File: src/rtl/tbrl_pkg.sv
// Shared constants, datapath opcodes and status type for the token bucket rate limiter.
`timescale 1ns / 1ps

package tbrl_pkg;

    localparam int TICKS_PER_SECOND = 1000000;

    localparam int RATE_W    = 40;   // fill rate, Q24.16 bytes per tick
    localparam int TOK_W     = 40;   // token level, Q24.16 bytes
    localparam int TIME_W    = 48;   // timestamps in ticks
    localparam int BYTES_W   = 32;   // request size in bytes
    localparam int CAP_W     = 24;   // capacity in whole bytes
    localparam int WAIT_W    = 40;   // wait result in ticks
    localparam int FRAC_BITS = 16;
    localparam int QUARTER_SHIFT = 2;

    localparam int NEED_W = BYTES_W + FRAC_BITS;     // request in Q.16
    localparam int ACC_W  = RATE_W + 1;              // product saturates at 2^ACC_W
    localparam int SUM_W  = ACC_W + 2;

    localparam int MUL_STEPS = RATE_W;               // one multiplier bit per cycle
    localparam int DIV_STEPS = NEED_W;               // one quotient bit per cycle
    localparam int CNT_W     = $clog2(DIV_STEPS);

    localparam logic [CAP_W-1:0]  CAP_MIN_BYTES = CAP_W'(65536);
    localparam logic [CAP_W-1:0]  CAP_MAX_BYTES = CAP_W'(8388608);
    localparam logic [RATE_W-1:0] TPS_OPERAND   = RATE_W'(TICKS_PER_SECOND);
    localparam logic [WAIT_W-1:0] WAIT_MAX      = '1;

    typedef enum logic [3:0] {
        OP_NONE,
        OP_CAPTURE,
        OP_MUL_STEP,
        OP_CFG_FINISH,
        OP_FILL,
        OP_FREE,
        OP_SET_TIME,
        OP_REFILL_START,
        OP_REFILL_ADD,
        OP_OVER,
        OP_GRANT,
        OP_SHORT,
        OP_DIV_STEP,
        OP_ROUND,
        OP_PUBLISH
    } dp_op_t;

    typedef struct packed {
        logic is_fill;     // captured command is a refill to full
        logic is_free;     // zero bytes or unlimited rate
        logic time_only;   // restart pending or time did not advance
        logic over;        // request larger than capacity
        logic enough;      // bucket covers the request
    } dp_status_t;

endpackage

File: src/rtl/token_bucket_rate_limiter.sv
// Top level of the token bucket rate limiter: controller plus datapath.
`timescale 1ns / 1ps
//
// Usage
//   fill_rate_we/fill_rate set the refill rate (bytes per tick, Q24.16, zero means
//   unlimited). A write restarts the time base and then works out the capacity
//   (a quarter second of rate, 64 KiB..8 MiB) and clamps the bucket; in_ready
//   stays low meanwhile.
//   Input channel (in_valid/in_ready) carries one transaction: cmd, now, byte_count.
//   cmd 1 fills the bucket to capacity; cmd 0 takes byte_count bytes.
//   Output channel (out_valid/out_ready) returns wait_ticks, granted, over_capacity.
//   A fill or a free take goes straight to the result; any other take refills the
//   bucket unless a restart is pending or time has not advanced, then checks it and
//   computes a wait when short or oversized. The refill is a 40-step serial multiply
//   and the wait a 48-step restoring divide, both one bit per cycle.
//   One transaction is worked on at a time; the next is taken the cycle after the
//   result moves to the output register, even while that result still waits.
//   When the receiver stalls, the finished result holds in the datapath result
//   registers and in_ready stays low until the output register frees.
//   Reset (rst_n, asynchronous) empties the bucket, zeroes rate and capacity and
//   arms the time restart; the first non-free take records its time without a refill.
//

module token_bucket_rate_limiter
    import tbrl_pkg::*;
(
    input  logic                clk,
    input  logic                rst_n,
    input  logic                fill_rate_we,
    input  logic [RATE_W-1:0]   fill_rate,
    input  logic                in_valid,
    output logic                in_ready,
    input  logic                cmd,
    input  logic [TIME_W-1:0]   now,
    input  logic [BYTES_W-1:0]  byte_count,
    output logic                out_valid,
    input  logic                out_ready,
    output logic [WAIT_W-1:0]   wait_ticks,
    output logic                granted,
    output logic                over_capacity
);

    dp_op_t     op;
    dp_status_t status;

    // Sequence the work; hold results until the receiver takes them
    tbrl_ctrl u_ctrl (
        .clk          (clk),
        .rst_n        (rst_n),
        .fill_rate_we (fill_rate_we),
        .in_valid     (in_valid),
        .in_ready     (in_ready),
        .out_valid    (out_valid),
        .out_ready    (out_ready),
        .status       (status),
        .op           (op)
    );

    // Bucket arithmetic and result registers
    tbrl_datapath u_datapath (
        .clk           (clk),
        .rst_n         (rst_n),
        .fill_rate_we  (fill_rate_we),
        .fill_rate     (fill_rate),
        .cmd           (cmd),
        .now           (now),
        .byte_count    (byte_count),
        .op            (op),
        .status        (status),
        .wait_ticks    (wait_ticks),
        .granted       (granted),
        .over_capacity (over_capacity)
    );

endmodule

File: src/rtl/tbrl_datapath.sv
// Datapath: bucket state, serial saturating multiplier, serial divider and result registers.
`timescale 1ns / 1ps

module tbrl_datapath
    import tbrl_pkg::*;
(
    input  logic                clk,
    input  logic                rst_n,
    input  logic                fill_rate_we,
    input  logic [RATE_W-1:0]   fill_rate,
    input  logic                cmd,
    input  logic [TIME_W-1:0]   now,
    input  logic [BYTES_W-1:0]  byte_count,
    input  dp_op_t              op,
    output dp_status_t          status,
    output logic [WAIT_W-1:0]   wait_ticks,
    output logic                granted,
    output logic                over_capacity
);

    // Architectural state
    logic [RATE_W-1:0]  fill_rate_reg;
    logic [CAP_W-1:0]   cap_reg;
    logic [TOK_W-1:0]   token_reg;
    logic [TIME_W-1:0]  last_reg;
    logic               restart_reg;

    // Captured transaction and working registers
    logic               cmd_reg;
    logic [TIME_W-1:0]  now_reg;
    logic [BYTES_W-1:0] bytes_reg;
    logic [RATE_W-1:0]  mul_a_reg;
    logic [RATE_W-1:0]  mul_b_reg;
    logic [ACC_W-1:0]   acc_reg;
    logic               sat_reg;
    logic [RATE_W-1:0]  rem_reg;
    logic [NEED_W-1:0]  quo_reg;
    logic [WAIT_W-1:0]  res_wait_reg;
    logic               res_grant_reg;
    logic               res_over_reg;
    logic [WAIT_W-1:0]  wait_reg;
    logic               granted_reg;
    logic               over_reg;

    logic [NEED_W-1:0]  need;
    logic [TOK_W-1:0]   cap_fixed;
    logic [SUM_W-1:0]   mul_sum;
    logic               mul_sat_next;
    logic [ACC_W-FRAC_BITS-QUARTER_SHIFT-1:0] cap_bytes;
    logic [CAP_W-1:0]   cap_calc;
    logic [TOK_W-1:0]   cap_calc_fixed;
    logic [TIME_W-1:0]  delta;
    logic [RATE_W-1:0]  delta_sat;
    logic [TOK_W+1:0]   tok_sum;
    logic [TOK_W-1:0]   refill_val;
    logic [RATE_W:0]    div_r2;
    logic               div_ge;
    logic [RATE_W:0]    div_diff;
    logic [NEED_W:0]    quo_up;
    logic [WAIT_W-1:0]  wait_calc;

    assign need      = {bytes_reg, {FRAC_BITS{1'b0}}};
    assign cap_fixed = {cap_reg, {FRAC_BITS{1'b0}}};

    // MSB-first shift-add; any product at or above 2^ACC_W is beyond every capacity
    assign mul_sum      = {1'b0, acc_reg, 1'b0}
                        + (mul_b_reg[RATE_W-1] ? SUM_W'(mul_a_reg) : SUM_W'(0));
    assign mul_sat_next = sat_reg | (|mul_sum[SUM_W-1:ACC_W]);

    // Capacity is a quarter second of rate in whole bytes
    assign cap_bytes = acc_reg[ACC_W-1:FRAC_BITS+QUARTER_SHIFT];
    always_comb
    begin
        if (fill_rate_reg == '0)
            cap_calc = '0;
        else if (sat_reg)
            cap_calc = CAP_MAX_BYTES;
        else if (CAP_W'(cap_bytes) < CAP_MIN_BYTES)
            cap_calc = CAP_MIN_BYTES;
        else
            cap_calc = CAP_W'(cap_bytes);
    end
    assign cap_calc_fixed = {cap_calc, {FRAC_BITS{1'b0}}};

    // Elapsed time beyond 40 bits always overfills the bucket
    assign delta     = now_reg - last_reg;
    assign delta_sat = (|delta[TIME_W-1:RATE_W]) ? '1 : delta[RATE_W-1:0];

    assign tok_sum    = {2'b00, token_reg} + {1'b0, acc_reg};
    assign refill_val = (sat_reg || tok_sum > (TOK_W+2)'(cap_fixed)) ? cap_fixed
                                                                      : tok_sum[TOK_W-1:0];

    // Restoring division, one quotient bit per cycle
    assign div_r2   = {rem_reg, quo_reg[NEED_W-1]};
    assign div_ge   = div_r2 >= {1'b0, fill_rate_reg};
    assign div_diff = div_r2 - {1'b0, fill_rate_reg};

    // Round up and saturate
    assign quo_up    = {1'b0, quo_reg} + (NEED_W+1)'(rem_reg != '0);
    assign wait_calc = (quo_up > (NEED_W+1)'(WAIT_MAX)) ? WAIT_MAX : quo_up[WAIT_W-1:0];

    assign status.is_fill   = cmd_reg;
    assign status.is_free   = (bytes_reg == '0) || (fill_rate_reg == '0);
    assign status.time_only = restart_reg || (now_reg <= last_reg);
    assign status.over      = bytes_reg > BYTES_W'(cap_reg);
    assign status.enough    = TIME_W'(token_reg) >= need;

    // Bucket state
    always_ff @(posedge clk or negedge rst_n)
    begin
        if (!rst_n)
        begin
            fill_rate_reg <= '0;
            cap_reg       <= '0;
            token_reg     <= '0;
            last_reg      <= '0;
            restart_reg   <= 1'b1;
        end
        else if (fill_rate_we)
        begin
            fill_rate_reg <= fill_rate;
            restart_reg   <= 1'b1;
        end
        else
        begin
            unique case (op)
                OP_CFG_FINISH:
                begin
                    cap_reg <= cap_calc;
                    if (fill_rate_reg == '0)
                        token_reg <= '0;
                    else if (token_reg > cap_calc_fixed)
                        token_reg <= cap_calc_fixed;
                end
                OP_FILL:
                begin
                    token_reg   <= cap_fixed;
                    last_reg    <= now_reg;
                    restart_reg <= 1'b0;
                end
                OP_SET_TIME:
                begin
                    last_reg    <= now_reg;
                    restart_reg <= 1'b0;
                end
                OP_REFILL_START: last_reg  <= now_reg;
                OP_REFILL_ADD:   token_reg <= refill_val;
                OP_OVER:         token_reg <= '0;
                OP_GRANT:        token_reg <= token_reg - TOK_W'(need);
                default:         ;
            endcase
        end
    end

    // Working and result registers
    always_ff @(posedge clk)
    begin
        if (fill_rate_we)
        begin
            mul_a_reg <= fill_rate;
            mul_b_reg <= TPS_OPERAND;
            acc_reg   <= '0;
            sat_reg   <= 1'b0;
        end
        else
        begin
            unique case (op)
                OP_CAPTURE:
                begin
                    cmd_reg   <= cmd;
                    now_reg   <= now;
                    bytes_reg <= byte_count;
                end
                OP_MUL_STEP:
                begin
                    mul_b_reg <= {mul_b_reg[RATE_W-2:0], 1'b0};
                    sat_reg   <= mul_sat_next;
                    if (!mul_sat_next)
                        acc_reg <= mul_sum[ACC_W-1:0];
                end
                OP_REFILL_START:
                begin
                    mul_a_reg <= fill_rate_reg;
                    mul_b_reg <= delta_sat;
                    acc_reg   <= '0;
                    sat_reg   <= 1'b0;
                end
                OP_FILL:
                begin
                    res_wait_reg  <= '0;
                    res_grant_reg <= 1'b0;
                    res_over_reg  <= 1'b0;
                end
                OP_FREE, OP_GRANT:
                begin
                    res_wait_reg  <= '0;
                    res_grant_reg <= 1'b1;
                    res_over_reg  <= 1'b0;
                end
                OP_OVER:
                begin
                    rem_reg       <= '0;
                    quo_reg       <= need;
                    res_grant_reg <= 1'b0;
                    res_over_reg  <= 1'b1;
                end
                OP_SHORT:
                begin
                    rem_reg       <= '0;
                    quo_reg       <= need - NEED_W'(token_reg);
                    res_grant_reg <= 1'b0;
                    res_over_reg  <= 1'b0;
                end
                OP_DIV_STEP:
                begin
                    rem_reg <= div_ge ? div_diff[RATE_W-1:0] : div_r2[RATE_W-1:0];
                    quo_reg <= {quo_reg[NEED_W-2:0], div_ge};
                end
                OP_ROUND: res_wait_reg <= wait_calc;
                OP_PUBLISH:
                begin
                    wait_reg    <= res_wait_reg;
                    granted_reg <= res_grant_reg;
                    over_reg    <= res_over_reg;
                end
                default: ;
            endcase
        end
    end

    assign wait_ticks    = wait_reg;
    assign granted       = granted_reg;
    assign over_capacity = over_reg;

endmodule

File: src/rtl/tbrl_ctrl.sv
// Controller: sequences configuration and request work and owns the handshakes.
`timescale 1ns / 1ps

module tbrl_ctrl
    import tbrl_pkg::*;
(
    input  logic       clk,
    input  logic       rst_n,
    input  logic       fill_rate_we,
    input  logic       in_valid,
    output logic       in_ready,
    output logic       out_valid,
    input  logic       out_ready,
    input  dp_status_t status,
    output dp_op_t     op
);

    typedef enum logic [3:0] {
        S_IDLE,
        S_CFG_MUL,
        S_CFG_DONE,
        S_START,
        S_REF_MUL,
        S_REF_ADD,
        S_CHECK,
        S_DIV,
        S_ROUND,
        S_DONE
    } state_t;

    state_t           state_reg;
    logic [CNT_W-1:0] cnt_reg;
    logic             out_valid_reg;
    logic             slot_free;
    logic             publish;
    logic             mul_last;
    logic             div_last;

    assign slot_free = !out_valid_reg || out_ready;
    assign publish   = (state_reg == S_DONE) && slot_free && !fill_rate_we;
    assign mul_last  = cnt_reg == CNT_W'(MUL_STEPS - 1);
    assign div_last  = cnt_reg == CNT_W'(DIV_STEPS - 1);
    assign in_ready  = (state_reg == S_IDLE) && !fill_rate_we;
    assign out_valid = out_valid_reg;

    always_comb
    begin
        op = OP_NONE;
        unique case (state_reg)
            S_IDLE:     if (in_valid && in_ready) op = OP_CAPTURE;
            S_CFG_MUL:  op = OP_MUL_STEP;
            S_CFG_DONE: op = OP_CFG_FINISH;
            S_START:
            begin
                if (status.is_fill)
                    op = OP_FILL;
                else if (status.is_free)
                    op = OP_FREE;
                else if (status.time_only)
                    op = OP_SET_TIME;
                else
                    op = OP_REFILL_START;
            end
            S_REF_MUL:  op = OP_MUL_STEP;
            S_REF_ADD:  op = OP_REFILL_ADD;
            S_CHECK:
            begin
                if (status.over)
                    op = OP_OVER;
                else if (status.enough)
                    op = OP_GRANT;
                else
                    op = OP_SHORT;
            end
            S_DIV:      op = OP_DIV_STEP;
            S_ROUND:    op = OP_ROUND;
            S_DONE:     if (slot_free) op = OP_PUBLISH;
            default:    op = OP_NONE;
        endcase
    end

    always_ff @(posedge clk or negedge rst_n)
    begin
        if (!rst_n)
        begin
            state_reg     <= S_IDLE;
            cnt_reg       <= '0;
            out_valid_reg <= 1'b0;
        end
        else
        begin
            // Load a new result, or drop the one the receiver just took
            if (publish)
                out_valid_reg <= 1'b1;
            else if (out_valid_reg && out_ready)
                out_valid_reg <= 1'b0;

            if (fill_rate_we)
            begin
                state_reg <= S_CFG_MUL;
                cnt_reg   <= '0;
            end
            else
            begin
                unique case (state_reg)
                    S_IDLE:
                        if (in_valid && in_ready)
                            state_reg <= S_START;
                    S_CFG_MUL:
                    begin
                        cnt_reg <= cnt_reg + 1'b1;
                        if (mul_last)
                            state_reg <= S_CFG_DONE;
                    end
                    S_CFG_DONE:
                        state_reg <= S_IDLE;
                    S_START:
                    begin
                        cnt_reg <= '0;
                        if (status.is_fill || status.is_free)
                            state_reg <= S_DONE;
                        else if (status.time_only)
                            state_reg <= S_CHECK;
                        else
                            state_reg <= S_REF_MUL;
                    end
                    S_REF_MUL:
                    begin
                        cnt_reg <= cnt_reg + 1'b1;
                        if (mul_last)
                            state_reg <= S_REF_ADD;
                    end
                    S_REF_ADD:
                        state_reg <= S_CHECK;
                    S_CHECK:
                    begin
                        cnt_reg <= '0;
                        if (!status.over && status.enough)
                            state_reg <= S_DONE;
                        else
                            state_reg <= S_DIV;
                    end
                    S_DIV:
                    begin
                        cnt_reg <= cnt_reg + 1'b1;
                        if (div_last)
                            state_reg <= S_ROUND;
                    end
                    S_ROUND:
                        state_reg <= S_DONE;
                    S_DONE:
                        if (slot_free)
                            state_reg <= S_IDLE;
                    default:
                        state_reg <= S_IDLE;
                endcase
            end
        end
    end

endmodule

File: config.mk
export PLATFORM = sky130hd
export DESIGN_NAME = token_bucket_rate_limiter
export DESIGN_NICKNAME = d
export VERILOG_FILES = /design/src/rtl/tbrl_pkg.sv /design/src/rtl/token_bucket_rate_limiter.sv /design/src/rtl/tbrl_datapath.sv /design/src/rtl/tbrl_ctrl.sv
export SDC_FILE = /design/constraint.sdc
export NUM_CORES = 2
export LEC_CHECK = 0
export BUFFER_PORTS_ARGS = -buffer_cell sky130_fd_sc_hd__buf_2
export CAP_MARGIN = 20
export CORE_MARGIN = 2
export CORE_UTILIZATION = 55
export CTS_BUF_LIST = sky130_fd_sc_hd__clkbuf_8 sky130_fd_sc_hd__clkbuf_16
export CTS_CLUSTER_DIAMETER = 100
export DETAILED_ROUTE_END_ITERATION = 12
export GPL_TIMING_DRIVEN = 0
export PLACE_DENSITY = 0.81
export SLEW_MARGIN = 20
export SYNTH_ARGS = -nofsm -noshare
export SYNTH_HDL_FRONTEND = slang
export SYNTH_HIERARCHICAL = 1
export SYNTH_SLANG_ARGS = --single-unit
export TNS_END_PERCENT = 50
File: constraint.sdc
create_clock -name clk -period 32 [get_ports clk]
set_input_delay 4.8 -clock clk [delete_from_list [all_inputs] [get_ports clk]]
set_output_delay 4.8 -clock clk [all_outputs]
set_load 0.03 [all_outputs]
======== After elaboration in Yosys (flattened, before gate mapping) ========
Index checks and enable logic that the tools add are counted.
word-level totals
  bits in registers ....................... 539
  output and inout port bits .............. 44
  input port bits ......................... 126
operators by class
  magnitude comparators ................... 8
  reductions and logical operators ........ 53
  bitwise logic cells ..................... 2
  add/subtract/negate cells ............... 8
  mux-type cells .......................... 46
  equality and inequality tests ........... 32
operator list
  operator                                                         number
  2-to-1 mux 40 bit                                                9
  case mux 40 bit (2 select lines)                                 3
  case mux 40 bit (5 select lines)                                 1
  case mux 48 bit (3 select lines)                                 1
  case mux 41 bit (2 select lines)                                 1
  subtractor 40 bit                                                2
  case mux 4 bit (9 select lines)                                  2
  adder 48 x 1 -> 49 bit                                           1
  greater-than comparator 49 x 40 -> 1 bit, second input constant  1
  >= comparator 40 x 48 -> 1 bit                                   1
  less-or-equal comparator 48 bit                                  1
  2-to-1 mux 24 bit                                                2
  2-to-1 mux 4 bit                                                 12
  subtractor 48 x 40 -> 48 bit                                     1
  subtractor 48 bit                                                1
  adder 42 x 43 -> 43 bit                                          1
  adder 40 x 41 -> 42 bit                                          1
  greater-than comparator 42 x 40 -> 1 bit                         1
  >= comparator 41 x 40 -> 1 bit                                   1
  2-to-1 mux 41 bit                                                1
  greater-than comparator 40 bit                                   1
  logical NOT 40 bit                                               1
  nonzero test 40 bit                                              1
  equality test 4 bit, second input constant                       9
  other kinds (34)                                                 93

======== Logic depth before layout (Yosys ltp) ========
  word-level depth ........................ 10
  depth in mapped cells ................... 27
  gate-level depth less buffers ........... 24

======== Modules after synthesis ========
The synthesis kept the hierarchy.
by module, submodules not included
  module         cells an instance  instances  area each (sq um)  sequential area each (sq um)
  tbrl_datapath  3901               1          35511.6            14269.9
  tbrl_ctrl      106                1          907.1              275.3

======== Worst setup path after synthesis ========
Ideal clock, no wire load.
  kind .................................... input -> register
  from .................................... input port fill_rate_we
  to ...................................... register u_datapath.bytes_reg[0] (enable)
  slack ................................... 16520 ps
  arrival ................................. 14732 ps
  required time ........................... 31252 ps
  path buffers ............................ 0
  cell stages on the path ................. 7
  library setup time ...................... 748 ps
  path through ............................ or3_1 > nor3_1 > nand2_1 > o221ai_1 > inv_1 > nor2_1 > nor4b_1
between the ends
  cells in the longest elaborated chain, start to end .. 7
  elaborated cells between the ends (all ways) .. 8
  classes of those cells .................. 1 x eq/ne; 2 x mux; 1 x bitwise; 4 x reduce/logical
RTL lines
  element                               line                             source
  start: declaration                    token_bucket_rate_limiter.sv:29  input logic fill_rate_we,
  logical NOT 1 bit                     tbrl_ctrl.sv:43                  assign in_ready = (state_reg == S_IDLE) && !fill_rate_we;
  logical AND 1 bit                     tbrl_ctrl.sv:43
  via in_ready                          token_bucket_rate_limiter.sv:32  output logic in_ready,
  logical AND 1 bit                     tbrl_ctrl.sv:50                  S_IDLE: if (in_valid && in_ready) op = OP_CAPTURE;
  2-to-1 mux 1 bit                      tbrl_ctrl.sv:50
  case mux 4 bit (9 select lines)       tbrl_ctrl.sv:49                  unique case (state_reg)
  via op[0]                             token_bucket_rate_limiter.sv:43  dp_op_t op;
  equality test 4 x 1 -> 1 bit          tbrl_datapath.sv:167             unique case (op)
  AND reduction 2 bit (no source line)  n/a
  end signal: assignment                tbrl_datapath.sv:172             bytes_reg <= byte_count;
  end: declaration                      tbrl_datapath.sv:31              logic [BYTES_W-1:0] bytes_reg;
The timed path passes the listed nets, and every way through them passes these cells.
A chain may end at the register's enable or synchronous reset.

======== Worst setup path after layout ========
  from .................................... input port fill_rate_we
  to ...................................... output port in_ready
between the ends
  cells in the longest elaborated chain, start to end .. 2
RTL lines
  element            line
  logical NOT 1 bit  tbrl_ctrl.sv:43
  logical AND 1 bit  tbrl_ctrl.sv:43
  end: declaration   token_bucket_rate_limiter.sv:32
No other way between the ends.

==> impl_metrics.yaml <==
outcome:
  status: "complete, no violations"
global_routing:
  grtUsageMet2_pct: 51.6
  grt_pass1_vias: 30823
  grt_remaining_overflow: 0
  number_of_antenna_violations_at_the_first_check_in_global_routing: 1
  groute.usage.overall_pct: 31.6
  grt_max_degree: 92
  met3_layer_usage_reported_by_global_route_pct: 4.62
  global_route.usage.met1_pct: 40.7
  busiest_layer: "met2"
  grt_pass1_wl_mm: 169
yosys:
  synth_enable_flop_cells: 293
  synth_cell_type_count: 98
  synth-seq-area-share_pct: 39.9
  yosysWarnings: 6
  netlist_area_um2: 36400
  ys_seq_elements: 539
  synth_cells: 4007
  post_synth.cell_area_avg_um2: 9.09
  synthArstFlopShare_pct: 30.4
  mappedNetlistNets: 4427
  main_synth_ff_type: "sky130_fd_sc_hd__edfxtp_1"
layout:
  antenna_cells: 0
  drive_above_1_share_pct: 10.0
  nets: 4689
  area_growth_pct: 11.8
sta:
  tns_ns: 0
  clock_skew_ns: 0.0278
  report.final.slew_viol_count: 0
  timing.fmax_mhz: 93.9
  report.final.hold_viol_count: 0
  max_slew_margin_pct: 29.1
  tightestPinTransition_ns: 1.06
  setup_viol: 0
  timing.final.crit_share_pct: 33.3
  setup_repair_after_global_routing_missed_its_margin: "no"
  finalCriticalPeriod_ns: 10.65
  timing.final.ws_setup_ns: 21.35
place:
  count_of_buffers_inserted_at_the_top_level_ports: 169
  hpwl_mm: 86.1
  place_ws_ns: 21.34
  gp_congestion: 1.02
power:
  power_density_nw_per_um2: 75.0
  power.switching_uw: 1300
  power.combinational.fraction_pct: 46.5
  clockPowerShare_pct: 23.4
  pwr-share-seq_pct: 30.1
  leakage_power_uw: 0.0169
  switching_share_pct: 42.7
  peakVddDrop_uv: 57.5
  p_int_uw: 1750
drt:
  vias_per_cell: 6.23
  drtAntennaViolNets: 0
  drtPass1Iterations: 8
  via_count: 32275
  wirelength_mm: 110
  average_routed_wire_per_standard_cell_um: 21.2
  drcViolationCount: 0
  drt_iter0_drc: 3298
floorplanning:
  i_o_pin_cnt: 170
  core_region_area_um2: 65600
  die_y_um: 261
  die-width_um: 261
  std_cell_rows: 94
  floorplan.die_area_um2: 68300
  initial_utilization_pct: 55.5
setup_path:
  worstReg2RegStart: "u_datapath/token_reg[0]$_DFFE_PN0P_"
  worst-setup-path-type: "input port to output pin"
  timing.reg2reg.worst_path_depth: 24
  critPathLaunchType: "input port"
  endpoint_kind: "output pin"
  critPathMaxFanout: 11
  r2r_setup_slack_ns: 24.43
  worst-endpoint-required_ns: 27.20
  critical_path.reg2reg.endpoint: "u_datapath/token_reg[31]$_DFFE_PN0P_"
  cp_data_arrival_time_ns: 5.85
job:
  drv_cap: 0
min_path:
  holdCritPathClass: "flop to flop"
  min_delay_worst_endpoint: "u_datapath/wait_ticks[28]$_DFFE_PP_"
  worst_hold_path_depth: 0
  timing.hold.worst.start: "u_datapath/res_wait_reg[28]$_SDFFCE_PP0P_"
cts:
  post_cts_buffers: 0
  cts-htree-levels: 2
  cts_root_buffer: "sky130_fd_sc_hd__clkbuf_16"
  holdBufCountCts: 0
  cts_resized: 0
  cts.path.max_buffers: 3
  tritoncts_clock_tree: "done"
  number_of_buffers_created_by_cts: 60
  cts.clk_slew.worst_paths_ns: 0.06
  clock_insertion_delay_worst_skew_ns: 0.64
  cts.sinks: 539
==> worst max-delay path: stages <==
cell and delay, ns:
sky130_fd_sc_hd__buf_2 0.22, sky130_fd_sc_hd__or3_1 0.39, sky130_fd_sc_hd__nor3_1 0.19, sky130_fd_sc_hd__buf_2 0.24
==> power groups by stage <==
stage / registers (uW) / logic, uW / clock network [uW]
after floorplan: 896 / 997 / 0
after global placement: 934 / 1340 / 0
after detailed placement: 928 / 1370 / 0
after CTS: 915 / 1380 / 723
after global routing: 926 / 1550 / 750
final: 919 / 1420 / 714
==> synthesized netlist by cell type (all sizes together), types with 36 or more instances <==
cell type,n,area (um^2)
buf,40,254
nand4,68,432
xor2,110,963
clkbuf,148,556
dfxtp,82,1640
a21o,106,796
o21ai,365,1860
a211oi,41,325
nor4,49,313
dfrtp,163,4080
nand2,449,1690
nand2b,36,225
ha,289,3620
a21oi,392,1970
nand3,104,521
o21a,41,308
and2,54,340
nor2b,37,231
nor2,194,733
xnor2,127,1110
nor3,63,315
inv,231,867
edfxtp,293,8800
==> area by class of cell <==
class | count | area, um^2
flip-flops and latches | 539 | 14500
multi-input cells | 3049 | 20200
clock buffers | 64 | 1570
inverters | 231 | 867
clock inverters | 49 | 479
plain buffers | 188 | 810
fillers | 5608 | 24900
well taps | 864 | 1080
repair buffers | 200 | 1130
==> per-layer routing <==
metal / wire length (um) / vias to the layer above
li1: - / 15253
met1: 44800 / 15249
met2: 50400 / 1428
met3: 8350 / 343
met4: 6420 / 2
met5: 17 / -
==> placed cells by master (no fill, tap or decap), types with 37 or more instances in the layout <==
master                      instances
sky130_fd_sc_hd__xor2_1           110
sky130_fd_sc_hd__nor3_1            59
sky130_fd_sc_hd__ha_1             289
sky130_fd_sc_hd__clkbuf_1         148
sky130_fd_sc_hd__and2_1            53
sky130_fd_sc_hd__nor2b_1           37
sky130_fd_sc_hd__a21o_1           106
sky130_fd_sc_hd__a211oi_1          39
sky130_fd_sc_hd__nor2_1           192
sky130_fd_sc_hd__clkbuf_16         61
sky130_fd_sc_hd__dfrtp_1          163
sky130_fd_sc_hd__nand3_1          104
sky130_fd_sc_hd__nand4_1           67
sky130_fd_sc_hd__dfxtp_1           82
sky130_fd_sc_hd__o21a_1            41
sky130_fd_sc_hd__o21ai_0          341
sky130_fd_sc_hd__nand2_1          448
sky130_fd_sc_hd__nor4_1            48
sky130_fd_sc_hd__edfxtp_1         293
sky130_fd_sc_hd__a21oi_1          388
sky130_fd_sc_hd__xnor2_1          127
sky130_fd_sc_hd__inv_1            239
sky130_fd_sc_hd__buf_2            196
==> worst max-delay path by stage <==
stage | startpoint | to | slack [ns] | depth (start not counted)
after global routing | fill_rate_we | in_ready | 21.30 | 4
final | fill_rate_we | in_ready | 21.35 | 4
after CTS | fill_rate_we | in_ready | 21.33 | 4
after global placement | fill_rate_we | u_datapath/bytes_reg[2]$_DFFE_PP_ | 11.31 | 8
after detailed placement | fill_rate_we | in_ready | 21.34 | 4
after floorplan | fill_rate_we | u_datapath/bytes_reg[0]$_DFFE_PP_ | 16.52 | 7
==> stage by stage <==
| stage | hold WS [ns] | cells | cell area (um^2) | total power (uW) | util (%) |
|---|---|---|---|---|---|
| finish | 0.418 | 5184 | 40700 | 3050 | 62.0 |
| CTS | 0.419 | 5184 | 40700 | 3020 | 62.0 |
| floorplan | 0.400 | 4007 | 36400 | 1890 | - |
| global placement | 0.401 | 5040 | 38300 | 2280 | 58.4 |
| global route | 0.425 | 5184 | 40700 | 3220 | 62.0 |
| detailed placement | 0.405 | 5071 | 38700 | 2300 | 58.9 |
==> cells by family (layout without fill, tap and decap cells) <==
| group | count (synthesis) | after routing | synth area share (%) |
|---|---|---|---|
| buf+inv | 419 | 732 | 4.60 |
| fa+ha+maj | 294 | 294 | 10.2 |
| simple gates | 1165 | 1165 | 15.4 |
| flops | 539 | 539 | 39.9 |
| xor+xnor | 237 | 237 | 5.70 |
| mux | 51 | 51 | 1.46 |
| compound gates | 1302 | 1302 | 22.7 |
Note: power is estimated with default switching activity, not from simulation.
